## config.mk

```make
export PLATFORM = sky130hd
export DESIGN_NAME = rru_obuf
export DESIGN_NICKNAME = d
export VERILOG_FILES = /design/src/rtl/rru_pkg.sv /design/src/rtl/rru_obuf.sv
export SDC_FILE = /design/constraint.sdc
export NUM_CORES = 1
export LEC_CHECK = 0
export BUFFER_PORTS_ARGS = -buffer_cell sky130_fd_sc_hd__buf_2
export CAP_MARGIN = 20
export CORE_AREA = 4 4 41 43
export CTS_BUF_LIST = sky130_fd_sc_hd__clkbuf_2
export DETAILED_ROUTE_END_ITERATION = 10
export DIE_AREA = 0 0 45 47
export PLACE_DENSITY = 0.58
export REMOVE_ABC_BUFFERS = 1
export SLEW_MARGIN = 20
export SYNTH_ARGS = -nofsm -noshare
export SYNTH_HDL_FRONTEND = slang
export SYNTH_SLANG_ARGS = --single-unit
```

## constraint.sdc

```tcl
create_clock -name clk -period 1.6 [get_ports clk]
set_clock_uncertainty 0.2 [all_clocks]
set_input_delay 0.08 -clock clk [delete_from_list [all_inputs] [get_ports clk]]
set_output_delay 0.08 -clock clk [all_outputs]
set_load 0.02 [all_outputs]
```

## src/rtl/rru_pkg.sv

```systemverilog
// Shared types, operation codes and helpers for the register rename unit.
// Depends on nothing; every other file in rtl/ imports it.
package rru_pkg;

    localparam int THREADS     = 2;
    localparam int ARCH_REGS   = 32;
    localparam int NUM_PTAGS   = 128;
    localparam int ROB_DEPTH   = 16;
    localparam int MAPQ_DEPTH  = 32;
    localparam int CHUNK       = 8;
    localparam int TAG_CHUNKS  = NUM_PTAGS / CHUNK;
    localparam int SLOT_CHUNKS = MAPQ_DEPTH / CHUNK;

    localparam logic [2:0] FN_SRC    = 3'd0;
    localparam logic [2:0] FN_ALLOC  = 3'd1;
    localparam logic [2:0] FN_CKPT   = 3'd2;
    localparam logic [2:0] FN_RETIRE = 3'd3;
    localparam logic [2:0] FN_FLUSH  = 3'd4;
    localparam logic [2:0] FN_STALL  = 3'd5;
    localparam logic [2:0] FN_COMMIT = 3'd6;

    typedef struct packed {
        logic [6:0] tag;
        logic       tvld;
        logic       st;
        logic       last;
    } res_t;

    typedef struct packed {
        logic [4:0] areg;
        logic [6:0] ptag;
        logic [3:0] bidx;
        logic       wrap;
        logic [5:0] rid;
    } mq_ent_t;

    typedef enum logic [3:0] {
        ST_IDLE,
        ST_DISPATCH,
        ST_LOOKUP,
        ST_ALLOC_TAG,
        ST_ALLOC_SLOT,
        ST_ALLOC_WR,
        ST_CKPT,
        ST_RET_CHK,
        ST_RET_MQ,
        ST_RET_CM,
        ST_FL_COPY,
        ST_FL_CHK,
        ST_FL_MQ,
        ST_EMIT
    } state_t;

    // Age order on index plus wrap bit.
    function automatic logic age_le(input logic [3:0] ai, input logic aw,
                                    input logic [3:0] bi, input logic bw);
        if (aw == bw)
        begin
            return ai <= bi;
        end
        return ai > bi;
    endfunction

    // Position of the lowest set bit of an eight-bit group.
    function automatic logic [2:0] low_one(input logic [CHUNK-1:0] v);
        logic [2:0] p;
        p = 3'd0;
        for (int i = CHUNK - 1; i >= 0; i--)
        begin
            if (v[i])
            begin
                p = 3'(i);
            end
        end
        return p;
    endfunction

endpackage

```

## src/rtl/rru_obuf.sv

```systemverilog
// Output register for result beats of the register rename unit.
// Depends on rru_pkg for the result type.
module rru_obuf (
    input  logic          clk,
    input  logic          rst_n,
    input  logic          push,
    input  rru_pkg::res_t push_res,
    output logic          can_push,
    input  logic          stall,
    output logic          valid,
    output rru_pkg::res_t res
);
    import rru_pkg::*;

    logic valid_reg;
    res_t res_reg;

    assign can_push = !valid_reg || !stall;
    assign valid    = valid_reg;
    assign res      = res_reg;

    always_ff @(posedge clk or negedge rst_n)
    begin
        if (!rst_n)
        begin
            valid_reg <= 1'b0;
        end
        else if (push)
        begin
            valid_reg <= 1'b1;
        end
        else if (!stall)
        begin
            valid_reg <= 1'b0;
        end
    end

    always_ff @(posedge clk)
    begin
        if (push)
        begin
            res_reg <= push_res;
        end
    end

endmodule

```

==> results of run 1 <==
## worst reg2reg max path, cell delays in order (launching register included)
cell and delay, ns:
sky130_fd_sc_hd__dfrtp_1 0.40, sky130_fd_sc_hd__a21o_1 0.15, sky130_fd_sc_hd__dlygate4sd3_1 0.54
## stage by stage
step,area (µm²),cells,total power (W)
2_1_floorplan,337,13,0.000385
3_3_place_gp,480,53,0.000425
3_5_place_dp,480,53,0.000426
4_1_cts,651,72,0.000612
5_1_grt,653,72,0.000634
6_report,653,72,0.000600
## layout make-up
type | instances | area share [%]
clock buffer | 4 | 3.07
multi-input combinational | 2 | 1.72
sequential | 11 | 49.8
tap | 15 | 2.87
timing repair buffer | 40 | 42.5
## placed cells by master (no fill, tap or decap), drive strengths merged
cell type    instances
dlygate4sd3         15
a21o                 1
dfrtp                1
nand2                1
buf                 25
edfxtp              10
clkbuf               4
## routing by layer
layer | global-route usage [%] | vias to the layer above
li1 | - | 138
met1 | 8.89 | 124
met2 | 16.4 | 10
met3 | 2.68 | 0
met4 | 9.36 | 0
met5 | 0 | -
## worst min-delay path by stage
stage                      startpoint                 to  slack (ns)
after floorplan                 rst_n  valid$_DFFE_PN0P_       -0.42
after global placement          rst_n  valid$_DFFE_PN0P_       -0.34
after detailed placement        rst_n  valid$_DFFE_PN0P_       -0.34
after CTS                 push_res[3]   res[3]$_DFFE_PP_        0.31
after global routing      push_res[8]   res[8]$_DFFE_PP_        0.31
final                     push_res[3]   res[3]$_DFFE_PP_        0.34
## synth_stat cells
master	n	share of area, %
sky130_fd_sc_hd__a21o_1	1	2.2
sky130_fd_sc_hd__edfxtp_1	10	89
sky130_fd_sc_hd__dfrtp_1	1	7.4
sky130_fd_sc_hd__nand2_1	1	1.1
## cell families (layout without fill, tap and decap cells)
| kind of cell | count (synthesis) | count (layout) | synth area share, % |
|---|---|---|---|
| AOI/OAI and AO/OA | 1 | 1 | 2.23 |
| buffers and inverters | 0 | 44 | 0 |
| DFF | 11 | 11 | 96.7 |
| and+or+nand+nor | 1 | 1 | 1.11 |
## power by group through the flow
stage,Sequential (W),Combinational (W),Clock [W]
2_1_floorplan,0.000380,0.00000436,0
6_report,0.000343,0.000105,0.000152
5_1_grt,0.000345,0.000113,0.000176
4_1_cts,0.000343,0.000105,0.000163
3_3_place_gp,0.000349,0.0000760,0
3_5_place_dp,0.000350,0.0000765,0
## timing repair
action                                 4_1_cts  5_1_grt
setup endpoints to repair                    0        1
resized for setup                            0        2
endpoints found under the hold margin       22        0
hold buffers                                15        0
==> results.md, run 1 <==
- The flow ran to the end, and the final reports show no timing, DRC or antenna violations.
- The fraction of the core area covered by cells at the end of the flow is 50.2%.
- The number of routed nets with antenna violations is 0.
- Routed signal wires occupy layers up through met3.
- Relative to the synthesized area, the layout overhead comes to 94.1%.
- The hold slack is 0.337 ns.
- After synthesis, the netlist uses 4 different library cells.
- The peak per-stage delay on the critical path is 0.55 ns.
- In this run the number of cells on the critical path is 4.
- The maximum net fanout on the critical path is 11.
- The cell type group with the largest total delay on the critical path is buffers and inverters.
- The post-synthesis sequential area ratio is 96.7%.
- The clock reaches the later pin of the worst-skew pair after 0.24 ns.
- After synthesis the cells add up to 337 µm².
- Counting every sink on the clock net gives 11.
- The TritonCTS buffer count is 3.
- Registers take 325 µm².
- Across the VDD grid, the largest voltage drop is 512 µV.
- Summed over all nets, the half-perimeter wirelength after detailed placement is 498 µm.
- The slowest stage of the critical path is the sky130_fd_sc_hd__dlygate4sd3_1 cell.
- The final layout contains routed wiring with a total length of 799 µm.
- The final critical path takes up 98.7% of the cycle.
- The cell at the root of the clock tree is sky130_fd_sc_hd__clkbuf_2.
- Counting the fill cells in the layout gives 123.
- The number of buffers inserted to repair setup after CTS is 0.
- Setup slack closes at 0.0209 ns.
- The cell internal power dissipation is 0.000457 W.
- The register with the most flip-flops in the layout has 10 of them.
- The via count of the first global-routing pass is 306.
- The critical path is of the input pin to register type.
- The last element of the critical path is valid$_DFFE_PN0P_.
- In this run, the number of DRC markers left after iteration 0 of detailed routing was 1.
- The number of core rows is 13.
- The count of TritonRoute iterations in the first routing pass is 2.
- Tracing the worst setup path back leads to its startpoint at push.
- For this block, the via count after detailed routing is 272.
- In this run the critical register-to-register path is launched from valid$_DFFE_PN0P_.
- In this run the power spent charging and discharging nets is 0.000143 W.
- The core region is 1300 µm².
- The path class of the tightest hold or removal check is input pin to register.
- The reg-to-reg endpoint is valid$_DFFE_PN0P_.
- The die is 45 µm wide.
- The worst hold path was traced through 2 stages.
- TritonCTS built the clock tree.
- Timing analysis after detailed placement gives a worst setup slack of 0.748 ns.
- The depth of the worst register-to-register path is 2.
- The post-route DRC violation count is 0.
- The starting utilization of the core area is 25.9%.
- At the worst endpoint, the required time is 1.54 ns.
- In the synthesized netlist, the number of instances is 13.
- After clock tree synthesis, the clock-pin slew on the worst setup and hold paths is 0.10 ns.
- The minimum clock period is 1.58 ns.
- The first global-routing pass estimated 1.33 mm of wire.
- The share of total power dissipated in the clock network is 25.3%.
- The die area is 2120 µm².
- Measured along the y axis, the die boundary spans 47 µm.
- The combinational share of power is 17.5%.
- The setup slack of the most critical reg-to-reg path is 0.19 ns.
- Dividing the synthesized area by the synthesized cell count gives 25.9 µm².
- The initial antenna violation count came to 0.
- The largest net degree at the start of global routing is 12.
- In this run switching power makes up 23.8% of total power.
- The critical path arrival is 1.52 ns.
- The worst setup path is launched from an input pin.
- No sink is reached through more buffers than the 2 on the longest clock path.
- The part of the power in registers is 57.2%.
- The net count of the finished layout is 72.
- Input and output buffers added on the ports amount to 25.
- The routed wirelength normalized by instance count is 11.1 µm.
- Wire segments on met3 add up to 57 µm in the final route.
- Pin placement for this block handled 26 I/O pins.
- The sum of negative setup slack is 0 ns.
- Traced cell by cell, the critical path runs through dlygate4sd3_1 -> buf_4 -> a21o_1 -> dlygate4sd3_1.
- The per-cell via count in the routed design is 3.78.
- The synthesized design contains 11 register bits.
- The highest clock frequency the design can meet is 633 MHz.
- In this run the power density over the cells is 918 nW/µm².
- At the pin with the least slew margin, the transition time is 0.142 ns.
- At the end of routability-driven placement, the weighted congestion stood at 0.551.
- The number of max-cap violations is 0.
- The number of inserted diodes is 0.
- The multi-input combinational cells in the finished layout cover a total of 11.3 µm².
- The worst setup path is captured at a register.
- Summed over all layers, the global routing overflow is 0.
- In this run the number of H-tree levels came out at 1.
- By instance count, the cell type seen most on the critical path is sky130_fd_sc_hd__dlygate4sd3_1.
- The number of max-slew violations in the final report is 0.
- After detailed routing, the met2 layer carries 489 µm of wire.
- Of the cells placed in the final design, the portion with a size suffix greater than 1 is 50.9%.
- The critical path buffer and inverter count is 3.
- The count of yosys warnings during synthesis is 0.
- The total count of hold-check failures in the final report was 0.
- After detailed routing, the wire length on met1 is 253 µm.
- The tightest slew margin relative to the limit is 90.6%.
- The total routing resource utilization after global routing is 9.50%.
- The final count of negative-setup-slack endpoints is 0.
- The static leakage is 0.293 nW.
Power figures use the tool's default switching activity.
==> inputs of run 2 (changes only) <==
PLACE_DENSITY = 0.61   (was 0.58)
==> run 2 against run 1 <==
Critical path depth unchanged. Register-to-register slack gained 0.54 ns. Die area unchanged. Clock power is essentially flat. Clock-buffer cell count unchanged. Combinational power is essentially flat. Via count is 3.3% lower. Flip-flop and latch count is the same. Sequential power is essentially flat. First-iteration DRC count down 100%.
==> results.md, run 2 (synthesis results as in run 1) <==
- The number of buffers inserted to repair setup after CTS is 0.
- The total wire length after detailed routing is 748 µm.
- The portion of the clock cycle consumed by the worst path in the final layout is 76.0%.
- CTS built an H-tree with a depth of 1.
- The layout has 122 filler cells.
- The analysis attributes to cell leakage a power of 0.289 nW.
- The endpoint with the worst hold slack is valid$_DFFE_PN0P_.
- Cells with a size suffix above 1 make up 51.8% of the layout.
- The net count of the finished layout is 71.
- Setup repair after global routing left no endpoint under its margin.
- The final estimated routing congestion in global placement is 0.550.
- Hold timing on the final database bottoms out at a slack of 0.324 ns.
- The largest voltage drop on the vdd net is 454 µV.
- The flow ran to the end, and the final reports show no timing, DRC or antenna violations.
- For this run, design rule violations remaining after detail routing come to 0.
- The initial antenna violation count is 0.
- The tightest slew margin relative to the limit is 84.2%.
- The number of max-slew violations in the final report is 0.
- At the pin with the least slew margin, the transition time is 0.237 ns.
- The x dimension of the die is 45 µm.
- After layout, the minimum clock period comes to 1.22 ns.
- For this run the aggregate overflow at the end of global routing stands at 0.
- The startpoint of the most critical hold path is valid$_DFFE_PN0P_.
- Counting instances, the worst hold path has a depth of 1.
- The number of hold buffers added after cts is 14.
- The type of destination of the critical path is an output port.
- At the worst endpoint, the arrival time is 0.94 ns.
- Walking the worst path, the cells encountered are dlygate4sd3_1 -> buf_2 -> nand2_1 -> buf_2.
- The starting utilization of the core area is 25.9%.
- Summing over every cut layer, the via total after detailed routing is 263.
- Entering global routing, the biggest net connects 12 pins.
- The clock latency reported for the late side of the worst-skew pair is 0.25 ns.
- The total routing resource utilization after global routing is 8.13%.
- The count of cells resized by post-cts repair is 0.
- The sum of negative setup slack is 0 ns.
- For this design, the slowest cell found on the critical path is sky130_fd_sc_hd__dlygate4sd3_1.
- The startpoint of the lowest-slack register-to-register path is valid$_DFFE_PN0P_.
- The cell type group with the largest total delay on the critical path is buffers and inverters.
- Of all nets on the critical path, the largest fanout is 2.
- The reg-to-reg endpoint is valid$_DFFE_PN0P_.
- The number of buffers and inverters on the critical path is 3.
- 26 I/O pins were placed.
- The number of DRC markers in iteration 0 is 0.
- Among the stages of the critical path, the cell type that occurs most often is sky130_fd_sc_hd__buf_2.
- On the worst path, the slowest cell contributes a delay of 0.53 ns.
- The first global-routing pass estimated 1.15 mm of wire.
- The number of port buffers is 25.
- The TritonCTS buffer count is 3.
- Row generation in the floorplan step produced 13 rows.
- The required time reported for the critical path endpoint is 1.32 ns.
- The depth of the worst register-to-register path is 1.
- The number of inserted diodes is 0.
- The per-cell via count in the routed design is 3.70.
- The multi-input combinational cells in the finished layout cover a total of 11.3 µm².
- The total count of hold-check failures in the final report is 0.
- The number of sinks driven by the clock tree is 11.
- The HPWL after detailed placement is 491 µm.
- The cell at the root of the clock tree is sky130_fd_sc_hd__clkbuf_2.
- The flip-flop count of the largest register after layout is 10.
- The count of TritonRoute iterations in the first routing pass is 1.
- The tightest min-delay check is of the register to register type.
- The die area is 2120 µm².
- For this design the ratio of total power to cell area is 930 nW/µm².
- Setup slack on the worst reg-to-reg path comes out at 0.73 ns.
- The core region is 1300 µm².
- The number of routed nets with antenna violations is 0.
- STA classifies the critical path startpoint as an input pin.
- The register area is 325 µm².
- The TritonCTS clock tree is built.
- The category of the critical setup timing path is input pin to output port.
- The number of buffers on the longest clock path is 2.
- The tool flagged a number of max-cap violations equal to 0.
- The highest clock frequency the design can meet is 822 MHz.
- The via count of the first global-routing pass is 293.
- The layout overhead on the synthesized area is 90.3%.
- After detailed routing, the average wire length per cell comes to 10.5 µm.
- The most common cell after layout, fill and taps aside is sky130_fd_sc_hd__buf_2.
- Leaving out fill and tap cells, the most frequent cells in the layout are sky130_fd_sc_hd__buf_2, sky130_fd_sc_hd__dlygate4sd3_1, sky130_fd_sc_hd__edfxtp_1, sky130_fd_sc_hd__clkbuf_2.
- After clock tree synthesis, the clock-pin slew on the worst setup and hold paths is 0.10 ns.
- The vertical die dimension is 47 µm.
- Setup violations remaining at the end of the flow were counted as 0.
[run 2: per-stage QoR]
stage | utilization, % | setup slack [ns] | instance area [µm²] | total power, W | std cells
after floorplan | - | 0.667 | 337 | 0.000385 | 13
after global placement | 36.9 | 0.750 | 480 | 0.000426 | 53
after detailed placement | 36.9 | 0.740 | 480 | 0.000426 | 53
after CTS | 49.2 | 0.380 | 641 | 0.000602 | 71
after global routing | 49.2 | 0.340 | 641 | 0.000623 | 71
final | 49.2 | 0.384 | 641 | 0.000595 | 71
[run 2: layer usage]
layer  GRT usage, %  vias to the layer above  part of all wire (%)
met5              0                        -                     0
met2           13.8                       13                    53
met4           7.02                        0                  0.67
met3           2.68                        2                    13
li1               -                      137                     -
met1           7.91                      111                    34
[run 2: layout make-up]
class / instances / share of cell area, %
multi-input combinational: 2 / 1.76
sequential: 11 / 50.8
timing repair buffer: 39 / 41.4
tap: 15 / 2.93
clock buffer: 4 / 3.13
[run 2: worst max-delay path by stage]
stage,start,end,slack (ns),cells past startpoint
after floorplan,valid$_DFFE_PN0P_,valid$_DFFE_PN0P_,0.67,1
after global placement,valid$_DFFE_PN0P_,can_push,0.75,2
after detailed placement,valid$_DFFE_PN0P_,can_push,0.74,2
after CTS,stall,can_push,0.38,4
after global routing,stall,can_push,0.34,4
final,stall,can_push,0.38,4
[run 2: where the power goes]
group	switching [W]	internal [W]	total [W]	leakage (nW)
logic	0.0000517	0.0000499	0.000102	0.164
clock network	0.0000847	0.0000664	0.000151	0.0166
registers	0.00000507	0.000338	0.000343	0.109
total	0.000141	0.000454	0.000595	0.289
==> inputs of run 3 (changes only) <==
PLACE_DENSITY = 0.63   (was 0.61)
clock period = 1 ns   (was 1.6 ns; I/O delays follow)
==> run 3 against run 2 <==
The run now ends with negative hold slack, negative setup slack left. Final area grew 3.7%. Hold slack lost 0.49 ns. Clock-buffer cell count is the same. Clock power grew 58%. Sequential power grew 62%. Non-clock buffer count shrank 2. Sequential share of layout area shrank 1.8 points. Register-to-register slack lost 0.59 ns. Worst setup slack lost 0.47 ns. Total power grew 64%. Flip-flop and latch count is the same. Highest routed layer is now met3.
==> results.md, run 3 (synthesis results as in run 1) <==
- Once routing completed, OpenROAD measured the worst setup slack at -0.0885 ns.
- The register with the most flip-flops in the layout has 10 of them.
- Setup repair after global routing could not meet its margin everywhere.
- The highest clock frequency the design can meet is 919 MHz.
- The total count of hold-check failures in the final report is 11.
- The net count of the finished layout is 69.
- The number of routed nets with antenna violations is 0.
- The minimum clock period is 1.09 ns.
- The via count of the first global-routing pass was 285.
- The number of DRC markers in iteration 0 is 5.
- The count of placed standard cells including taps is 53.
- The total routing resource utilization after global routing is 9.08%.
- The worst hold path cell count is 2.
- The switching power share of the total is 23.5%.
- In this run the tightest slew margin relative to its limit is 83.9%.
- The clock latency reported for the late side of the worst-skew pair is 0.24 ns.
- Of the total power, the clock network draws 24.4%.
- TritonCTS built the clock tree.
- The post-route DRC violation count is 0.
- The total wire length after detailed routing is 804 µm.
- The actual transition at the worst max-transition pin is 0.242 ns.
- In the layout the commonest cells are sky130_fd_sc_hd__buf_2, sky130_fd_sc_hd__dlygate4sd3_1, sky130_fd_sc_hd__edfxtp_1, sky130_fd_sc_hd__buf_6, sky130_fd_sc_hd__clkbuf_2.
- The routed wirelength normalized by instance count is 11.7 µm.
- Data on the critical path arrives at its endpoint at 0.84 ns.
- The worst register-to-register path begins at valid$_DFFE_PN0P_.
- The net switching power figure is 0.000230 W.
- Of the available clock period, the critical path in the final layout requires 109%.
- The detailed router placed 267 vias in this run.
- The largest net degree at the start of global routing is 12.
- The number of max-slew violations in the final report came to 0.
- The floorplan has 13 rows.
- The type of destination of the critical path is an output port.
- The completed layout was analyzed and its total power is 0.000977 W.
- The startpoint of the most critical hold path is stall.
- The CTS clock-pin slew for the worst setup and hold paths is 0.10 ns.
- In this run the horizontal extent of the chip is 45 µm.
- Across all hold checks on the routed design, the worst slack comes to -0.170 ns.
- The die area is 2120 µm².
- The layout filler cell count is 121.
- In this run the power density over the cells is 1470 nW/µm².
- The count of TritonRoute iterations in the first routing pass is 2.
- Of the total power, registers draw 56.8%.
- The required time reported for the critical path endpoint is 0.75 ns.
- The final reports fail on negative hold slack, negative setup slack.
- The fraction of the core area covered by cells at the end of the flow is 51.1%.
- Clock tree synthesis found a total of 11 sinks.
- The run finished, with violations left.
- At the placement stage, the worst setup path has a slack of 0.156 ns.
- The endpoint with the worst hold slack is valid$_DFFE_PN0P_.
- The worst min-delay path class is input pin to register.
- The critical path startpoint category is a register.
- The initial antenna violation count is 0.
- Cell internal power was estimated by the tool at 0.000747 W.
- The category of the critical setup timing path is register to output port.
- The number of port buffers is 25.
- Setup violations remaining at the end of the flow were counted as 12.
- The cell at the root of the clock tree is sky130_fd_sc_hd__clkbuf_2.
- The congestion estimate from routability-driven global placement came to 0.600.
- The placeable core area is 1300 µm².
- The setup slack of the most critical reg-to-reg path is 0.14 ns.
- The library cell used most frequently in the layout, excluding fill and tap cells, is sky130_fd_sc_hd__buf_2.
- The layout overhead on the synthesized area is 97.4%.
- The number of hold buffers added after cts is 12.
- The total overflow left after global routing is 0.
- The top-level port count is 26.
- The per-cell via count in the routed design is 3.87.
- In this run the worst path has a maximum fanout of 3.
- The HPWL after detailed placement is 582 µm.
- Per report_power, the combinational group accounts for 18.9% of the total.
- The starting utilization of the core area is 25.9%.
- The number of buffers on the longest clock path is 2.
- The final non-filler cell total is 69.
- The depth of the worst register-to-register path is 1.
- The TritonCTS buffer count is 3.
- Max-cap violations in this run came to 0.
- From bottom edge to top edge, the die measures 47 µm.
- CTS built an H-tree with a depth of 1.
- 0 antenna diodes ended up in the layout.
- The static leakage is 0.296 nW.
- The number of buffers inserted to repair setup after CTS is 0.
- The layout cell share with drive strength beyond 1 is 53.7%.
- IR analysis of the VDD net gives a maximum drop of 659 µV.
- The first-pass GRT wire length is 1.24 mm.
- The reg-to-reg endpoint is valid$_DFFE_PN0P_.
-- run 3: cell types whose count changed in the layout (fill, tap and decap cells not counted) --
cell and change:
sky130_fd_sc_hd__dlygate4sd3_1 -2, sky130_fd_sc_hd__buf_6 +7, sky130_fd_sc_hd__buf_2 -7
-- run 3: layout make-up --
type | instances | area [µm²] | share of cell area, %
clock buffers | 4 | 20.0 | 3.01
flip-flops and latches | 11 | 325 | 49.0
repair buffers | 37 | 289 | 43.5
multi-input cells | 2 | 11.3 | 1.69
well taps | 15 | 18.8 | 2.82
-- run 3: power groups by stage --
stage | sequential, W | combinational, W | clock (W)
2_1_floorplan | 0.000609 | 0.00000698 | 0
3_3_place_gp | 0.000558 | 0.000123 | 0
3_5_place_dp | 0.000561 | 0.000125 | 0
4_1_cts | 0.000551 | 0.000168 | 0.000254
5_1_grt | 0.000558 | 0.000195 | 0.000272
6_report | 0.000554 | 0.000184 | 0.000238
-- run 3: repair_timing --
action | 4_1_cts | 5_1_grt
resized for setup | 4 | 10
setup endpoints to repair | 12 | 12
endpoints found under the hold margin | 22 | 11
pin swaps | 0 | 0
-- run 3: worst max-delay path by stage --
stage,startpoint,endpoint,slack [ns],cells after the start
floorplan,valid$_DFFE_PN0P_,valid$_DFFE_PN0P_,0.07,1
global route,valid$_DFFE_PN0P_,can_push,-0.15,2
global placement,valid$_DFFE_PN0P_,valid$_DFFE_PN0P_,0.17,1
CTS,valid$_DFFE_PN0P_,can_push,-0.11,2
finish,valid$_DFFE_PN0P_,can_push,-0.09,2
detailed placement,valid$_DFFE_PN0P_,valid$_DFFE_PN0P_,0.16,1
-- run 3: routing by layer --
layer	track usage, %	wire [µm]	vias to the layer above
met5	0	0	-
met1	9.09	288	116
met4	7.02	0	0
met3	2.68	113	0
li1	-	-	131
met2	15.8	401	20
-- run 3: stage by stage --
stage                     cell area (µm²)  TNS (ns)
after floorplan                       337         0
after global placement                480         0
after detailed placement              480         0
after CTS                             633    -0.670
after global routing                  664     -1.00
final                                 664    -0.387
-- run 3: worst max-delay path: stages (launching register included) --
cell                      delay [ns]
sky130_fd_sc_hd__dfrtp_1        0.41
sky130_fd_sc_hd__nand2_1        0.08
sky130_fd_sc_hd__buf_6          0.11
